$ cat config.mk
export PLATFORM = sky130hd
export DESIGN_NAME = positional_list_engine
export DESIGN_NICKNAME = d
export VERILOG_FILES = /design/src/design/ple_pkg.sv /design/src/design/positional_list_engine.sv /design/src/design/ple_ram.sv /design/src/design/ple_ctrl.sv /design/src/design/ple_dp.sv
export SDC_FILE = /design/constraint.sdc
export NUM_CORES = 1
export LEC_CHECK = 0
export CAP_MARGIN = 10
export CORE_ASPECT_RATIO = 1.1
export CORE_MARGIN = 2
export CORE_UTILIZATION = 30
export CTS_CLUSTER_DIAMETER = 200
export CTS_CLUSTER_SIZE = 10
export DETAILED_ROUTE_END_ITERATION = 10
export DONT_BUFFER_PORTS = 1
export GPL_TIMING_DRIVEN = 0
export PLACE_DENSITY = 0.44
export SETUP_SLACK_MARGIN = 0.1
export SKIP_CTS_REPAIR_TIMING = 1
export SYNTH_ARGS = -nofsm -noshare
export SYNTH_HDL_FRONTEND = slang
export SYNTH_HIERARCHICAL = 1
export SYNTH_SLANG_ARGS = --single-unit
$ cat constraint.sdc
create_clock -name clk_i -period 5.5 [get_ports clk_i]
set_clock_uncertainty 0.05 [all_clocks]
set_input_delay 0.275 -clock clk_i [delete_from_list [all_inputs] [get_ports clk_i]]
set_output_delay 0.275 -clock clk_i [all_outputs]
set_load 0.005 [all_outputs]
$ cat src/design/ple_pkg.sv
// Package: shared types, codes and defaults for the positional list engine.
`timescale 1ns / 1ps
package ple_pkg;

  localparam int unsigned DEPTH_DEFAULT      = 16;
  localparam int unsigned ELEM_WIDTH_DEFAULT = 32;

  localparam logic [2:0] OP_ADD_FRONT = 3'd0;
  localparam logic [2:0] OP_ADD_REAR  = 3'd1;
  localparam logic [2:0] OP_REM_FRONT = 3'd2;
  localparam logic [2:0] OP_REM_REAR  = 3'd3;
  localparam logic [2:0] OP_INS_POS   = 3'd4;
  localparam logic [2:0] OP_REM_POS   = 3'd5;

  localparam logic [1:0] ST_OK        = 2'd0;
  localparam logic [1:0] ST_UNDERFLOW = 2'd1;
  localparam logic [1:0] ST_RANGE     = 2'd2;
  localparam logic [1:0] ST_FULL      = 2'd3;

  typedef struct packed {
    logic [2:0]  op;
    logic [4:0]  position;
    logic [31:0] new_element;
  } req_t;

  typedef struct packed {
    logic [1:0]  status;
    logic [31:0] removed_element;
    logic [4:0]  element_count;
  } rsp_t;

  // controller -> datapath
  typedef struct packed {
    logic load;
    logic eval;
    logic step;
    logic put;
    logic finish;
  } cmd_t;

  // datapath -> controller
  typedef struct packed {
    logic eval_ins;
    logic eval_rem;
    logic eval_move;
    logic ins;
    logic last;
    logic out_free;
  } sts_t;

endpackage

$ cat src/design/positional_list_engine.sv
// Top level of the positional list engine: controller, datapath and element RAM.
`timescale 1ns / 1ps
// Bounded ordered list of up to DEPTH elements held front to rear in one RAM.
// One request is worked at a time, and the next is accepted while the previous
// result waits in the output register. A request that fails its checks goes
// straight to the result; a removal moves the elements behind the removed place
// one forward; an insert moves those behind its place one back, then writes the
// new element. Elements move one per cycle through the RAM's single read and
// single write port. The RAM needs no clearing after reset.
module positional_list_engine #(
  parameter int unsigned DEPTH      = ple_pkg::DEPTH_DEFAULT,
  parameter int unsigned ELEM_WIDTH = ple_pkg::ELEM_WIDTH_DEFAULT
) (
  input  logic          clk_i,
  input  logic          rst_ni,
  input  logic          in_valid_i,
  output logic          in_ready_o,
  input  ple_pkg::req_t in_data_i,
  output logic          out_valid_o,
  input  logic          out_ready_i,
  output ple_pkg::rsp_t out_data_o
);

  ple_pkg::cmd_t cmd;
  ple_pkg::sts_t sts;

  ple_ctrl u_ctrl (
    .clk_i      (clk_i),
    .rst_ni     (rst_ni),
    .in_valid_i (in_valid_i),
    .in_ready_o (in_ready_o),
    .sts_i      (sts),
    .cmd_o      (cmd)
  );

  ple_dp #(
    .DEPTH      (DEPTH),
    .ELEM_WIDTH (ELEM_WIDTH)
  ) u_dp (
    .clk_i       (clk_i),
    .rst_ni      (rst_ni),
    .in_data_i   (in_data_i),
    .cmd_i       (cmd),
    .sts_o       (sts),
    .out_valid_o (out_valid_o),
    .out_ready_i (out_ready_i),
    .out_data_o  (out_data_o)
  );

endmodule

$ cat src/design/ple_ram.sv
// Generic single-write, single-read RAM with registered read data.
`timescale 1ns / 1ps
module ple_ram #(
  parameter int unsigned WIDTH = 32,
  parameter int unsigned DEPTH = 16,
  localparam int unsigned AW   = (DEPTH > 1) ? $clog2(DEPTH) : 1
) (
  input  logic             clk_i,
  input  logic             we_i,
  input  logic [AW-1:0]    waddr_i,
  input  logic [WIDTH-1:0] wdata_i,
  input  logic             re_i,
  input  logic [AW-1:0]    raddr_i,
  output logic [WIDTH-1:0] rdata_o
);

  logic [WIDTH-1:0] mem_q [DEPTH];
  logic [WIDTH-1:0] rdata_q;

  always_ff @(posedge clk_i) begin
    if (we_i) begin
      mem_q[waddr_i] <= wdata_i;
    end
    if (re_i) begin
      rdata_q <= mem_q[raddr_i];
    end
  end

  assign rdata_o = rdata_q;

endmodule

$ cat src/design/ple_ctrl.sv
// Controller: sequences accept, evaluation, element moves and result delivery.
`timescale 1ns / 1ps
module ple_ctrl (
  input  logic          clk_i,
  input  logic          rst_ni,
  input  logic          in_valid_i,
  output logic          in_ready_o,
  input  ple_pkg::sts_t sts_i,
  output ple_pkg::cmd_t cmd_o
);

  typedef enum logic [5:0] {
    S_IDLE   = 6'b000001,
    S_EVAL   = 6'b000010,
    S_MOVE   = 6'b000100,
    S_DRAIN  = 6'b001000,
    S_PUT    = 6'b010000,
    S_FINISH = 6'b100000
  } state_e;

  state_e state_q, state_d;

  always_comb begin
    state_d    = state_q;
    cmd_o      = '0;
    in_ready_o = 1'b0;
    case (state_q)
      S_IDLE: begin
        in_ready_o = 1'b1;
        if (in_valid_i) begin
          cmd_o.load = 1'b1;
          state_d    = S_EVAL;
        end
      end
      S_EVAL: begin
        cmd_o.eval = 1'b1;
        if (sts_i.eval_rem || (sts_i.eval_ins && sts_i.eval_move)) begin
          state_d = S_MOVE;
        end else if (sts_i.eval_ins) begin
          state_d = S_PUT;
        end else begin
          state_d = S_FINISH;
        end
      end
      S_MOVE: begin
        cmd_o.step = 1'b1;
        if (sts_i.last) begin
          state_d = S_DRAIN;
        end
      end
      S_DRAIN: begin
        state_d = sts_i.ins ? S_PUT : S_FINISH;
      end
      S_PUT: begin
        cmd_o.put = 1'b1;
        state_d   = S_FINISH;
      end
      S_FINISH: begin
        if (sts_i.out_free) begin
          cmd_o.finish = 1'b1;
          state_d      = S_IDLE;
        end
      end
      default: begin
        state_d = S_IDLE;
      end
    endcase
  end

  always_ff @(posedge clk_i or negedge rst_ni) begin
    if (!rst_ni) begin
      state_q <= S_IDLE;
    end else begin
      state_q <= state_d;
    end
  end

endmodule

$ cat src/design/ple_dp.sv
// Datapath: request register, count, element RAM, move pointers and result register.
`timescale 1ns / 1ps
module ple_dp #(
  parameter int unsigned DEPTH      = ple_pkg::DEPTH_DEFAULT,
  parameter int unsigned ELEM_WIDTH = ple_pkg::ELEM_WIDTH_DEFAULT
) (
  input  logic          clk_i,
  input  logic          rst_ni,
  input  ple_pkg::req_t in_data_i,
  input  ple_pkg::cmd_t cmd_i,
  output ple_pkg::sts_t sts_o,
  output logic          out_valid_o,
  input  logic          out_ready_i,
  output ple_pkg::rsp_t out_data_o
);

  localparam int unsigned AW = (DEPTH > 1) ? $clog2(DEPTH) : 1;
  localparam int unsigned CW = $clog2(DEPTH + 1);
  localparam int unsigned MW = ((CW > 5) ? CW : 5) + 1;
  localparam int unsigned XW = (ELEM_WIDTH > 32) ? ELEM_WIDTH : 32;

  ple_pkg::req_t req_q;
  logic [CW-1:0] count_q, count_d;

  // evaluation
  logic [1:0]    ev_status;
  logic          ev_ins, ev_rem;
  logic [MW-1:0] ev_idx, posx, cntx;
  logic          full;

  logic [1:0]    status_q;
  logic          ins_q, rem_q, first_q;
  logic [AW-1:0] idx_q, ptr_q, end_q;

  // read pipeline
  logic          pend_q, pend_first_q;
  logic [AW-1:0] pend_addr_q;

  logic                  we;
  logic [AW-1:0]         waddr;
  logic [ELEM_WIDTH-1:0] wdata, rdata, removed_q, new_elem;
  logic [XW-1:0]         rem_ext;

  logic                  out_valid_q;
  ple_pkg::rsp_t         out_q;

  assign posx = MW'(req_q.position);
  assign cntx = MW'(count_q);
  assign full = (cntx >= MW'(DEPTH));

  always_comb begin
    ev_status = ple_pkg::ST_OK;
    ev_ins    = 1'b0;
    ev_rem    = 1'b0;
    ev_idx    = '0;
    case (req_q.op)
      ple_pkg::OP_ADD_FRONT, ple_pkg::OP_ADD_REAR: begin
        if (full) begin
          ev_status = ple_pkg::ST_FULL;
        end else begin
          ev_ins = 1'b1;
          ev_idx = (req_q.op == ple_pkg::OP_ADD_FRONT) ? '0 : cntx;
        end
      end
      ple_pkg::OP_REM_FRONT, ple_pkg::OP_REM_REAR: begin
        if (cntx == '0) begin
          ev_status = ple_pkg::ST_UNDERFLOW;
        end else begin
          ev_rem = 1'b1;
          ev_idx = (req_q.op == ple_pkg::OP_REM_FRONT) ? '0 : cntx - MW'(1);
        end
      end
      ple_pkg::OP_INS_POS: begin
        if (posx == '0 || posx > cntx + MW'(1)) begin
          ev_status = ple_pkg::ST_RANGE;
        end else if (full) begin
          ev_status = ple_pkg::ST_FULL;
        end else begin
          ev_ins = 1'b1;
          ev_idx = posx - MW'(1);
        end
      end
      ple_pkg::OP_REM_POS: begin
        if (posx == '0 || posx > cntx) begin
          ev_status = ple_pkg::ST_RANGE;
        end else begin
          ev_rem = 1'b1;
          ev_idx = posx - MW'(1);
        end
      end
      default: begin
        ev_status = ple_pkg::ST_OK;
      end
    endcase
  end

  assign sts_o.eval_ins  = ev_ins;
  assign sts_o.eval_rem  = ev_rem;
  assign sts_o.eval_move = (ev_idx != cntx);
  assign sts_o.ins       = ins_q;
  assign sts_o.last      = (ptr_q == end_q);
  assign sts_o.out_free  = !out_valid_q || out_ready_i;

  always_ff @(posedge clk_i) begin
    if (cmd_i.load) begin
      req_q <= in_data_i;
    end
    if (cmd_i.eval) begin
      status_q <= ev_status;
      ins_q    <= ev_ins;
      rem_q    <= ev_rem;
      first_q  <= 1'b1;
      idx_q    <= ev_idx[AW-1:0];
      ptr_q    <= ev_ins ? AW'(cntx - MW'(1)) : ev_idx[AW-1:0];
      end_q    <= ev_ins ? ev_idx[AW-1:0] : AW'(cntx - MW'(1));
    end else if (cmd_i.step) begin
      first_q <= 1'b0;
      ptr_q   <= ins_q ? ptr_q - AW'(1) : ptr_q + AW'(1);
    end
    pend_first_q <= first_q;
    pend_addr_q  <= ptr_q;
    if (pend_q && pend_first_q && rem_q) begin
      removed_q <= rdata;
    end
  end

  always_ff @(posedge clk_i or negedge rst_ni) begin
    if (!rst_ni) begin
      pend_q <= 1'b0;
    end else begin
      pend_q <= cmd_i.step;
    end
  end

  assign new_elem = ELEM_WIDTH'(req_q.new_element);

  always_comb begin
    we    = 1'b0;
    waddr = pend_addr_q;
    wdata = rdata;
    if (cmd_i.put) begin
      we    = 1'b1;
      waddr = idx_q;
      wdata = new_elem;
    end else if (pend_q) begin
      if (ins_q) begin
        we    = 1'b1;
        waddr = pend_addr_q + AW'(1);
      end else if (!pend_first_q) begin
        we    = 1'b1;
        waddr = pend_addr_q - AW'(1);
      end
    end
  end

  ple_ram #(
    .WIDTH (ELEM_WIDTH),
    .DEPTH (DEPTH)
  ) u_ram (
    .clk_i   (clk_i),
    .we_i    (we),
    .waddr_i (waddr),
    .wdata_i (wdata),
    .re_i    (cmd_i.step),
    .raddr_i (ptr_q),
    .rdata_o (rdata)
  );

  assign rem_ext = XW'(removed_q);

  always_comb begin
    count_d = count_q;
    if (ins_q) begin
      count_d = count_q + CW'(1);
    end else if (rem_q) begin
      count_d = count_q - CW'(1);
    end
  end

  always_ff @(posedge clk_i or negedge rst_ni) begin
    if (!rst_ni) begin
      count_q     <= '0;
      out_valid_q <= 1'b0;
    end else begin
      if (cmd_i.finish) begin
        count_q     <= count_d;
        out_valid_q <= 1'b1;
      end else if (out_ready_i) begin
        out_valid_q <= 1'b0;
      end
    end
  end

  always_ff @(posedge clk_i) begin
    if (cmd_i.finish) begin
      out_q.status          <= status_q;
      out_q.removed_element <= rem_q ? rem_ext[31:0] : 32'd0;
      out_q.element_count   <= 5'(count_d);
    end
  end

  assign out_valid_o = out_valid_q;
  assign out_data_o  = out_q;

endmodule

; Word level (Yosys, flattened, before mapping)
; Memory sizes are Yosys's and may differ from the RTL's. A register that Yosys moved wholly into a read port is not among the register bits.
; Index checks and enable logic that the tools add are counted.
[classes]
n_addsub = 9
multipliers = 0
div_mod_pow = 0
n_lt_le_gt_ge = 3
eq_ne = 16
n_shift = 0
n_mux = 54
bitwise = 0
n_reduce_logical = 16
[op_table]
columns = cell, count
row1 = two-way mux 6 bit, 12
row2 = two-way mux 4 bit, 9
row3 = one-hot mux 6 bit (6 select lines), 1
row4 = two-way mux 32 bit, 1
row5 = one-hot mux 6 bit (4 select lines), 1
row6 = two-way mux 1 bit, 21
row7 = two-way mux 5 bit, 3
row8 = logical NOT 6 bit, 2
row9 = "subtractor 5 x 1 -> 6 bit, second input constant", 2
row10 = "adder 4 x 1 -> 4 bit, second input constant", 2
row11 = one-hot mux 2 bit (4 select lines), 1
row12 = "subtractor 4 x 1 -> 4 bit, second input constant", 2
row13 = "adder 5 x 1 -> 6 bit, second input constant", 1
row14 = "== test 3 x 2 -> 1 bit, second input constant", 2
row15 = "== test 3 bit, second input constant", 2
row16 = "== test 6 x 1 -> 1 bit, second input constant", 1
row17 = "== test 6 x 2 -> 1 bit, second input constant", 1
row18 = "== test 6 x 3 -> 1 bit, second input constant", 1
row19 = "== test 6 x 4 -> 1 bit, second input constant", 1
row20 = "== test 6 x 5 -> 1 bit, second input constant", 1
row21 = "== test 6 bit, second input constant", 1
row22 = > comparator 5 x 6 -> 1 bit, 1
row23 = two-way mux 2 bit, 3
row24 = "!= test 2 bit, second input constant", 3
row25 = 15 further kinds, 23
[totals]
regBits = 146
latch_bits = 0
mem_bits_rw = 512
romBits = 0
inputBits = 44
out_inout_bits = 41
mem_count = 1
[memory_table]
columns = memory, words, width, rd, rd_clocked_by_memory_dff, write_ports, line
row1 = u_dp.u_ram.mem_q, 16, 32, 1, 1, 1, ple_ram.sv:17  ; logic [WIDTH-1:0] mem_q [DEPTH];

; Longest topological paths before layout
; Gate-level depths: netlist of run 1.
[depth]
word_depth = 10
depth_mapped = 14
depth_no_buf = 13

; Hierarchy
; Netlist of run 1, hierarchy kept.
[by_module_without_submodules]
columns = mod, instances, cells_per_inst, area_per_inst_um2, seq_area_each_um2
row1 = ple_ram, 1, 838, 20155.6, 16335.7
row2 = ple_dp, 1, 444, 6252.2, 4108.9
row3 = ple_ctrl, 1, 44, 391.6, 151.4

; Least setup slack after synthesis of run 1
; No wires, ideal clock.
[synth_path]
path_kind = flip-flop to flip-flop
startpoint = register u_ctrl.state_q[2]
endpoint = memory u_dp.u_ram.mem_q[0][0], enable pin
setup_time_ns = 0.461
arrival_time_ns = 4.270
path_slack_ns = 0.719
path_stages_with_launch = 8
n_path_buf = 2
cell_sequence = dfrtp_1 -> buf_6 -> nor2_1 -> and4b_1 -> clkbuf_1 -> mux2_2 -> or3b_2 -> nor3_1
[synth_lines]
columns = element, line
row1 = "start, declared", ple_ctrl.sv:21  ; state_e state_q, state_d;
row2 = "start signal, assigned", ple_ctrl.sv:74  ; state_q <= state_d;
row3 = "end, declared", ple_ram.sv:17

==> results of run 1 <==
==> state kept, by name, indices dropped and copies added, names as in the netlist <==
signal and count:
u_dp/status_q 2, u_dp/count_q 5, u_dp/ins_q 1, u_dp/rem_q 1, u_dp/pend_addr_q 4, u_ctrl/state_q 6
u_dp/u_ram/rdata_o 32, u_dp/posx 5, u_dp/first_q 1, u_dp/u_ram/mem_q 512, u_dp/ptr_q 4, u_dp/req_q 3
u_dp/pend_first_q 1, u_dp/rem_ext 32, u_dp/out_data_o 39, u_dp/pend_q 1, u_dp/new_elem 32, u_dp/out_valid_o 1
u_dp/idx_q 4, u_dp/end_q 4
==> power breakdown <==
| group | internal, mW | switching, mW |
|---|---|---|
| combinational | 0.972 | 1.55 |
| sequential | 6.11 | 0.140 |
| clock | 2.54 | 1.96 |
| total | 9.62 | 3.65 |
==> final timing paths <==
kind | cells after the start | slack (ns) | to
max | 8 | 1.27 | u_dp/u_ram/mem_q[0][13]
min | 1 | 0.07 | u_ctrl/state_q[2]
max reg2reg | 8 | 1.27 | u_dp/u_ram/mem_q[0][13]
min reg2reg | 0 | 0.31 | u_dp/pend_first_q
max in group asynchronous | 1 | 4.91 | u_dp/count_q[3]
min in group clk_i | 1 | 0.24 | u_dp/new_elem[19]
==> layout make-up <==
type                            instances  area share
Tap cell                             1160      0.0460
Inverter                               27     0.00321
Multi-Input combinational cell        544       0.187
Sequential cell                       690       0.653
Timing Repair Buffer                   81      0.0353
Clock buffer                           91      0.0634
Buffer                                 65      0.0101
Clock inverter                          5     0.00163
==> routing by layer <==
metal	up-vias	part of all wire
met5	-	0.00018
met1	6947	0.44
met3	90	0.045
li1	5693	-
met2	316	0.50
met4	2	0.021
==> layout by cell type (no fill, tap or decap), types with 4 or more instances in the layout <==
| cell | n |
|---|---|
| edfxtp_1 | 671 |
| mux4_2 | 128 |
| clkbuf_16 | 78 |
| a22oi_1 | 64 |
| nand2_1 | 58 |
| dlygate4sd3_1 | 43 |
| clkbuf_1 | 41 |
| and2_1 | 35 |
| mux2_2 | 34 |
| o21ai_0 | 25 |
| inv_1 | 24 |
| nor2_1 | 22 |
| buf_6 | 17 |
| xnor2_1 | 17 |
| ha_1 | 17 |
| a21oi_1 | 16 |
| buf_4 | 15 |
| nor2_4 | 13 |
| dfrtp_1 | 12 |
| buf_1 | 12 |
| buf_12 | 12 |
| nand3_1 | 11 |
| nor2b_1 | 10 |
| buf_16 | 9 |
| xor2_1 | 8 |
| buf_2 | 8 |
| nand3b_1 | 7 |
| nand2b_1 | 7 |
| and3_1 | 6 |
| nor3_2 | 6 |
| dfxtp_1 | 6 |
| inv_6 | 4 |
| nor3_1 | 4 |
| a21o_1 | 4 |
==> logic make-up (layout without fill, tap and decap cells) <==
kind of cell,Yosys count,count (layout),share of synthesized area
flops,690,690,0.769
simple gates,196,196,0.0377
mux,166,166,0.123
compound gates,139,139,0.0378
buf+inv,92,269,0.0157
xor+xnor,25,25,0.00817
fa+ha+maj,18,18,0.00868
==> worst max-delay path, cell delays in order, from the launching register on <==
cell	delay, ns
dfrtp_1	0.40
nor2_1	0.19
and4b_1	0.44
clkbuf_1	0.73
mux2_2	0.47
or3b_2	0.59
nor3_2	0.57
buf_6	0.27
buf_6	0.19
==> metrics by stage <==
step / setup TNS (ns) / setup slack (ns) / utilization / std cells / power, mW
final: 0 / 1.27 / 0.358 / 2663 / 13.3
after CTS: 0 / 1.21 / 0.353 / 2620 / 13.5
after global placement: -591.75 / -3.04 / 0.320 / 2486 / 8.83
after global routing: 0 / 1.09 / 0.358 / 2663 / 13.9
after detailed placement: 0 / 1.26 / 0.330 / 2524 / 8.90
after floorplan: 0 / 0.719 / - / 1326 / 8.00
==> impl_metrics.env, run 1 <==
export IMPL_timing_rr_start="u_ctrl/state_q[1]"
export IMPL_die_area_sq_um=91700
export IMPL_antenna_cells=0
export IMPL_design_area_sq_um=31500
export IMPL_worstSetupPathType="reg -> reg"
export IMPL_core_sq_um=88100
export IMPL_yosys_area_top_type="edfxtp_1"
export IMPL_grt_use_total=0.146
export IMPL_end_kind="flip-flop"
export IMPL_synth_flop_cell="edfxtp_1"
export IMPL_required_ns=5.76
export IMPL_synth_async_reset_ratio=0.0188
export IMPL_cts_root_buffer_cell="clkbuf_16"
export IMPL_seq_area_sq_um=20600
export IMPL_cap_violations=0
export IMPL_wl_per_cell_microns=25.0
export IMPL_totalWireLength_microns=66600
export IMPL_grt_util_met3=0.0275
export IMPL_yosysSeqAreaShare=0.769
export IMPL_crit_path_max_fanout=10
export IMPL_p_per_area_nw_per_um2=421
export IMPL_synth_seq_cells=690
export IMPL_drive_gt1_frac=0.229
export IMPL_die_h_microns=317
export IMPL_crit_start="u_ctrl/state_q[1]"
export IMPL_vias_per_cell=4.90
export IMPL_antenna_found_initial=2
export IMPL_htreeDepth=3
export IMPL_fin_nets=1549
export IMPL_fmax_ghz=0.236
export IMPL_globalRouteMet2Util=0.244
export IMPL_ant_nets=0
export IMPL_portBuffers=0
export IMPL_clockBufferDepth=3
export IMPL_critPathLaunchType="flip-flop"
export IMPL_syn_num_nets=1388
export IMPL_cts_tree="built"
export IMPL_grt_start_max_net_pins=41
export IMPL_num_rows=114
export IMPL_ir_worst_vdd_mv=0.217
export IMPL_yosys_cell_types_count=70
export IMPL_fin_crit_sh=0.769
export IMPL_die_x_microns=289
export IMPL_synth_most_common_cell="edfxtp_1"
export IMPL_grt_pass1_vias=13900
export IMPL_drcViolationCount=0
export IMPL_hold_viol_final=0
export IMPL_fillerInstances=8258
export IMPL_grt_pass1_wl_microns=96700
export IMPL_synth_top_cells_by_count="671 x edfxtp_1, 128 x mux4_2, 64 x a22oi_1"
export IMPL_synth_edf_count=671
export IMPL_holdCritPathClass="in -> async"
export IMPL_slew_viol_final=0
export IMPL_synth_cells=1326
export IMPL_synth_top_cell_area_share=0.752
export IMPL_postSynthAreaPerCell_sq_um=20.2
export IMPL_use_met1=0.192
export IMPL_boundaryPins=85
export IMPL_globalRoute_totalOverflow=0
export IMPL_placed_cell_area_sq_um=29100
export IMPL_setup_viol=0
export IMPL_busiest_layer="met2"
export IMPL_insertion_delay_ns=0.62
export IMPL_whs_ns=0.0697
export IMPL_status="finished, final reports clean"
export IMPL_routed_via_count=13000
export IMPL_rsz0062_at_grt="false"
export IMPL_clkTransAtPathRegs_ns=0.06
export IMPL_cts_sinks=690
export IMPL_drt_iter0_drc=969
export IMPL_area_delta_synth_final_pct=17.7
export IMPL_initial_core_util=0.304
export IMPL_cts_buffers=78
export IMPL_arrival_ns=4.49
export IMPL_gp_congestion=0.762
export IMPL_first_pass_iters=5
export IMPL_synth_area_sq_um=26800
export IMPL_final_min_clock_period_ns=4.23
export IMPL_maxSlewHeadroom=0.205
export IMPL_synth_warnings=6
export IMPL_multi_input_comb_area_sq_um=5910
export IMPL_tightest_slew_ns=1.19
export IMPL_dp_hpwl_microns=42600
export IMPL_synth_top_cells_by_area="edfxtp_1 75%, mux4_2 11%, a22oi_1 1.8%, mux2_2 1.4%, dfrtp_1 1.1%"
export IMPL_leakage_nw=9.97
(Power assumes the default switching activity.)
==> run 2, diff against run 1 <==
- PLACE_DENSITY: 0.44 -> 0.45
- clock period: 5.5 -> 3.65 ns (I/O delays scaled with it)
==> impl_metrics.env, run 2 (synthesized netlist as in run 1, its figures left out) <==
export IMPL_placed_cell_area_sq_um=29000
export IMPL_use_met1=0.184
export IMPL_area_delta_synth_final_pct=18.7
export IMPL_p_per_area_nw_per_um2=631
export IMPL_drt_iter0_drc=977
export IMPL_globalRoute_totalOverflow=0
export IMPL_whs_ns=-0.0152
export IMPL_hold_viol_final=12
export IMPL_gp_congestion=0.789
export IMPL_fin_util=0.361
export IMPL_layout_commonest_cell="edfxtp_1"
export IMPL_leakage_nw=10.1
export IMPL_power_total_mw=20.1
export IMPL_die_x_microns=289
export IMPL_antenna_found_initial=2
export IMPL_slew_viol_final=0
export IMPL_initial_core_util=0.304
export IMPL_failed_checks="negative hold slack"
export IMPL_clkTransAtPathRegs_ns=0.06
export IMPL_dp_hpwl_microns=41500
export IMPL_clockBufferDepth=3
export IMPL_boundaryPins=85
export IMPL_antenna_cells=0
export IMPL_grt_use_total=0.143
export IMPL_insertion_delay_ns=0.62
export IMPL_largest_register_ffs=512
export IMPL_mostFrequentLayoutCells="671 x edfxtp_1, 128 x mux4_2, 79 x clkbuf_16"
export IMPL_slowest_stage="or3b_2"
export IMPL_routed_via_count=13100
export IMPL_fin_nets=1565
export IMPL_wl_per_cell_microns=24.4
export IMPL_drive_gt1_frac=0.244
export IMPL_grt_util_met3=0.0247
export IMPL_num_rows=114
export IMPL_timing_rr_start="u_ctrl/state_q[1]"
export IMPL_totalWireLength_microns=65400
export IMPL_crit_start="u_ctrl/state_q[1]"
export IMPL_cts_tree="built"
export IMPL_design_area_sq_um=31800
export IMPL_cts_buffers=78
export IMPL_top_register="u_dp/u_ram/mem_q"
export IMPL_rsz0062_at_grt="false"
export IMPL_fmax_ghz=0.289
export IMPL_fin_tns_setup_ns=0
export IMPL_core_sq_um=88100
export IMPL_grt_pass1_wl_microns=95300
export IMPL_portBuffers=0
export IMPL_cts_sinks=690
export IMPL_tightest_slew_ns=1.17
export IMPL_status="complete, but fails checks"
export IMPL_cts_root_buffer_cell="clkbuf_16"
export IMPL_setup_viol=0
export IMPL_grt_pass1_vias=13900
export IMPL_holdCritPathClass="in -> async"
export IMPL_grt_start_max_net_pins=28
export IMPL_worstPathCellList="nor2_1 -> and4b_1 -> clkbuf_4 -> mux2_2 -> or3b_2 -> nor3_4 -> buf_4 -> buf_16"
export IMPL_end_kind="flip-flop"
export IMPL_crit_path_max_fanout=11
export IMPL_fin_crit_sh=0.947
export IMPL_first_pass_iters=5
export IMPL_vias_per_cell=4.88
export IMPL_busiest_layer="met2"
export IMPL_required_ns=3.92
export IMPL_worstSetupPathType="reg -> reg"
export IMPL_die_h_microns=317
export IMPL_maxSlewHeadroom=0.218
export IMPL_ant_nets=0
export IMPL_globalRouteMet2Util=0.247
export IMPL_cap_violations=0
export IMPL_critPathLaunchType="flip-flop"
export IMPL_arrival_ns=3.73
export IMPL_htreeDepth=3
export IMPL_ir_worst_vdd_mv=0.314
export IMPL_drcViolationCount=0
export IMPL_die_area_sq_um=91700
export IMPL_cpPeakStageDelay_ns=0.61
export IMPL_final_min_clock_period_ns=3.46
-- run 2: final timing paths --
path	cells after the start	slack (ns)	end
max	8	0.19	u_dp/u_ram/mem_q[0][21]
min	1	-0.02	u_dp/count_q[3]
max reg2reg	8	0.19	u_dp/u_ram/mem_q[0][21]
min reg2reg	0	0.31	u_dp/pend_first_q
max in group asynchronous	1	3.09	u_dp/count_q[0]
min in group clk_i	1	0.14	u_dp/new_elem[5]
-- run 2: where the power goes --
group	switching, mW	total (mW)	internal, mW
logic	2.32	3.85	1.53
clock network	2.93	6.80	3.86
registers	0.212	9.42	9.21
-- run 2: worst max-delay path, delay by kind of cell (launching register included) --
kind / cells / cell delay [ns]
simple gates: 4 / 1.50
buf+inv: 3 / 0.76
mux: 1 / 0.42
flops: 1 / 0.40
-- run 2: area by class of cell --
| type | count | area, sq um |
|---|---|---|
| clock buffer | 91 | 2020 |
| tap | 1160 | 1450 |
| timing repair buffer | 97 | 1290 |
| buffer | 65 | 333 |
| fill | 8196 | 56400 |
| inverter | 27 | 105 |
| clock inverter | 4 | 46.3 |
| multi-input combinational | 544 | 5960 |
| sequential | 690 | 20600 |
-- run 2: per-stage QoR --
| stage | std cells | worst slack (ns) |
|---|---|---|
| final | 2678 | 0.193 |
| after floorplan | 1326 | -0.280 |
| after global placement | 2486 | -2.95 |
| after global routing | 2678 | 0.103 |
| after CTS | 2608 | -0.667 |
| after detailed placement | 2513 | -0.635 |
-- run 2: metal layers --
layer / part of all wire / routed length [microns]
met1: 0.43 / 27800
met2: 0.51 / 33500
met3: 0.043 / 2810
met4: 0.019 / 1220
met5: 0 / 0
==> run 3, diff against run 2 <==
- CORE_ASPECT_RATIO: 1.1 -> 1.75
- PLACE_DENSITY: 0.45 -> 0.54
==> impl_metrics.env, run 3 (synthesized netlist as in run 1, its figures left out) <==
export IMPL_globalRoute_totalOverflow=0
export IMPL_die_h_microns=399
export IMPL_p_per_area_nw_per_um2=632
export IMPL_vias_per_cell=4.93
export IMPL_num_rows=145
export IMPL_die_area_sq_um=91800
export IMPL_grt_pass1_wl_microns=95000
export IMPL_final_min_clock_period_ns=3.50
export IMPL_crit_start="u_dp/ins_q"
export IMPL_setup_viol=0
export IMPL_fin_nets=1568
export IMPL_mostFrequentLayoutCells="671 x edfxtp_1, 128 x mux4_2, 80 x clkbuf_16"
export IMPL_hold_viol_final=0
export IMPL_timing_rr_start="u_dp/ins_q"
export IMPL_critPathLaunchType="flip-flop"
export IMPL_fin_tns_setup_ns=0
export IMPL_grt_use_total=0.141
export IMPL_top_register="u_dp/u_ram/mem_q"
export IMPL_cts_tree="built"
export IMPL_end_kind="flip-flop"
export IMPL_cts_root_buffer_cell="clkbuf_16"
export IMPL_r2r_slack_ns=0.15
export IMPL_globalRouteMet2Util=0.258
export IMPL_fin_crit_sh=0.958
export IMPL_clockBufferDepth=3
export IMPL_numPlacedInstances=2529
export IMPL_status="finished, final reports clean"
export IMPL_seq_area_sq_um=20600
export IMPL_fmax_ghz=0.286
export IMPL_insertion_delay_ns=0.62
export IMPL_fillerInstances=8224
export IMPL_arrival_ns=3.75
export IMPL_ant_nets=0
export IMPL_grt_start_max_net_pins=28
export IMPL_rsz0062_at_grt="true"
export IMPL_worstSetupPathType="reg -> reg"
export IMPL_area_delta_synth_final_pct=19.3
export IMPL_routed_via_count=13300
export IMPL_die_x_microns=230
export IMPL_drt_iter0_drc=1066
export IMPL_cap_violations=0
export IMPL_totalWireLength_microns=65200
export IMPL_boundaryPins=85
export IMPL_portBuffers=0
export IMPL_cts_sinks=690
export IMPL_grt_pass1_vias=14000
export IMPL_cts_buffers=78
export IMPL_antenna_found_initial=1
export IMPL_antenna_cells=0
export IMPL_largest_register_ffs=512
export IMPL_dp_hpwl_microns=41700
export IMPL_grt_util_met3=0.0314
export IMPL_layout_cells_non_filler=2701
export IMPL_htreeDepth=3
export IMPL_tightest_slew_ns=0.948
export IMPL_holdCritPathClass="in -> async"
export IMPL_wl_per_cell_microns=24.1
export IMPL_leakage_nw=10.2
export IMPL_gp_congestion=0.871
export IMPL_clkTransAtPathRegs_ns=0.06
export IMPL_use_met1=0.159
export IMPL_whs_ns=0.00220
export IMPL_core_sq_um=88900
export IMPL_crit_path_max_fanout=14
export IMPL_initial_core_util=0.301
export IMPL_multi_input_comb_area_sq_um=5980
export IMPL_first_pass_iters=4
export IMPL_maxSlewHeadroom=0.368
export IMPL_drcViolationCount=0
export IMPL_layout_commonest_cell="edfxtp_1"
export IMPL_busiest_layer="met2"
export IMPL_required_ns=3.91
export IMPL_slew_viol_final=0
export IMPL_ir_worst_vdd_mv=0.327
export IMPL_drive_gt1_frac=0.248
[run 3: changes by cell type in the layout (fill, tap and decap cells not counted), sizes merged]
cell,change
clkbuf,+4
buf,+3
clkinv,+1
inv,-1
[run 3: cell type report]
cell class / count / share of cell area
flip-flops and latches: 690 / 0.644
inverters: 27 / 0.00329
clock buffers: 95 / 0.0644
clock inverters: 4 / 0.00133
multi-input cells: 544 / 0.187
repair buffers: 100 / 0.0430
plain buffers: 65 / 0.0105
well taps: 1176 / 0.0460
[run 3: final timing paths]
kind,endpoint,depth (start not counted)
setup reg to reg,u_dp/u_ram/mem_q[12][11],9
hold reg to reg,u_dp/pend_first_q,0
max in group asynchronous,u_dp/count_q[0],1
setup / recovery,u_dp/u_ram/mem_q[12][11],9
hold / removal,u_dp/out_valid_o,1
min in group clk_i,u_dp/new_elem[2],1
[run 3: routing by layer]
layer | part of all wire | routed length, microns | vias to the layer above
li1 | - | - | 5725
met1 | 0.37 | 24400 | 7015
met2 | 0.54 | 35100 | 444
met3 | 0.054 | 3540 | 128
met4 | 0.035 | 2250 | 0
met5 | 0 | 0 | -
[run 3: per-stage QoR]
stage	total power [mW]	area (sq um)	util	setup slack, ns
floorplan	12.1	26800	-	-0.280
detailed placement	13.4	29000	0.326	-0.557
global placement	13.2	28300	0.318	-2.68
global route	21.0	32000	0.360	0.0326
CTS	20.3	31100	0.350	-0.577
finish	20.2	32000	0.360	0.152
[run 3: worst max-delay path: stages, from the launching register on]
cell and delay, ns:
edfxtp_1 0.51, or4_1 0.58, o21ai_0 0.18, nand2_1 0.09, xor2_1 0.15, o21ai_0 0.48
nand3_1 0.48, nor3_4 0.33, buf_12 0.16, buf_16 0.16
[run 3: power breakdown]
| part | internal, mW | switching [mW] | leakage (nW) |
|---|---|---|---|
| logic | 1.56 | 2.36 | 2.86 |
| registers | 9.21 | 0.240 | 6.28 |
| clock network | 3.92 | 2.90 | 1.02 |
| total | 14.7 | 5.50 | 10.2 |
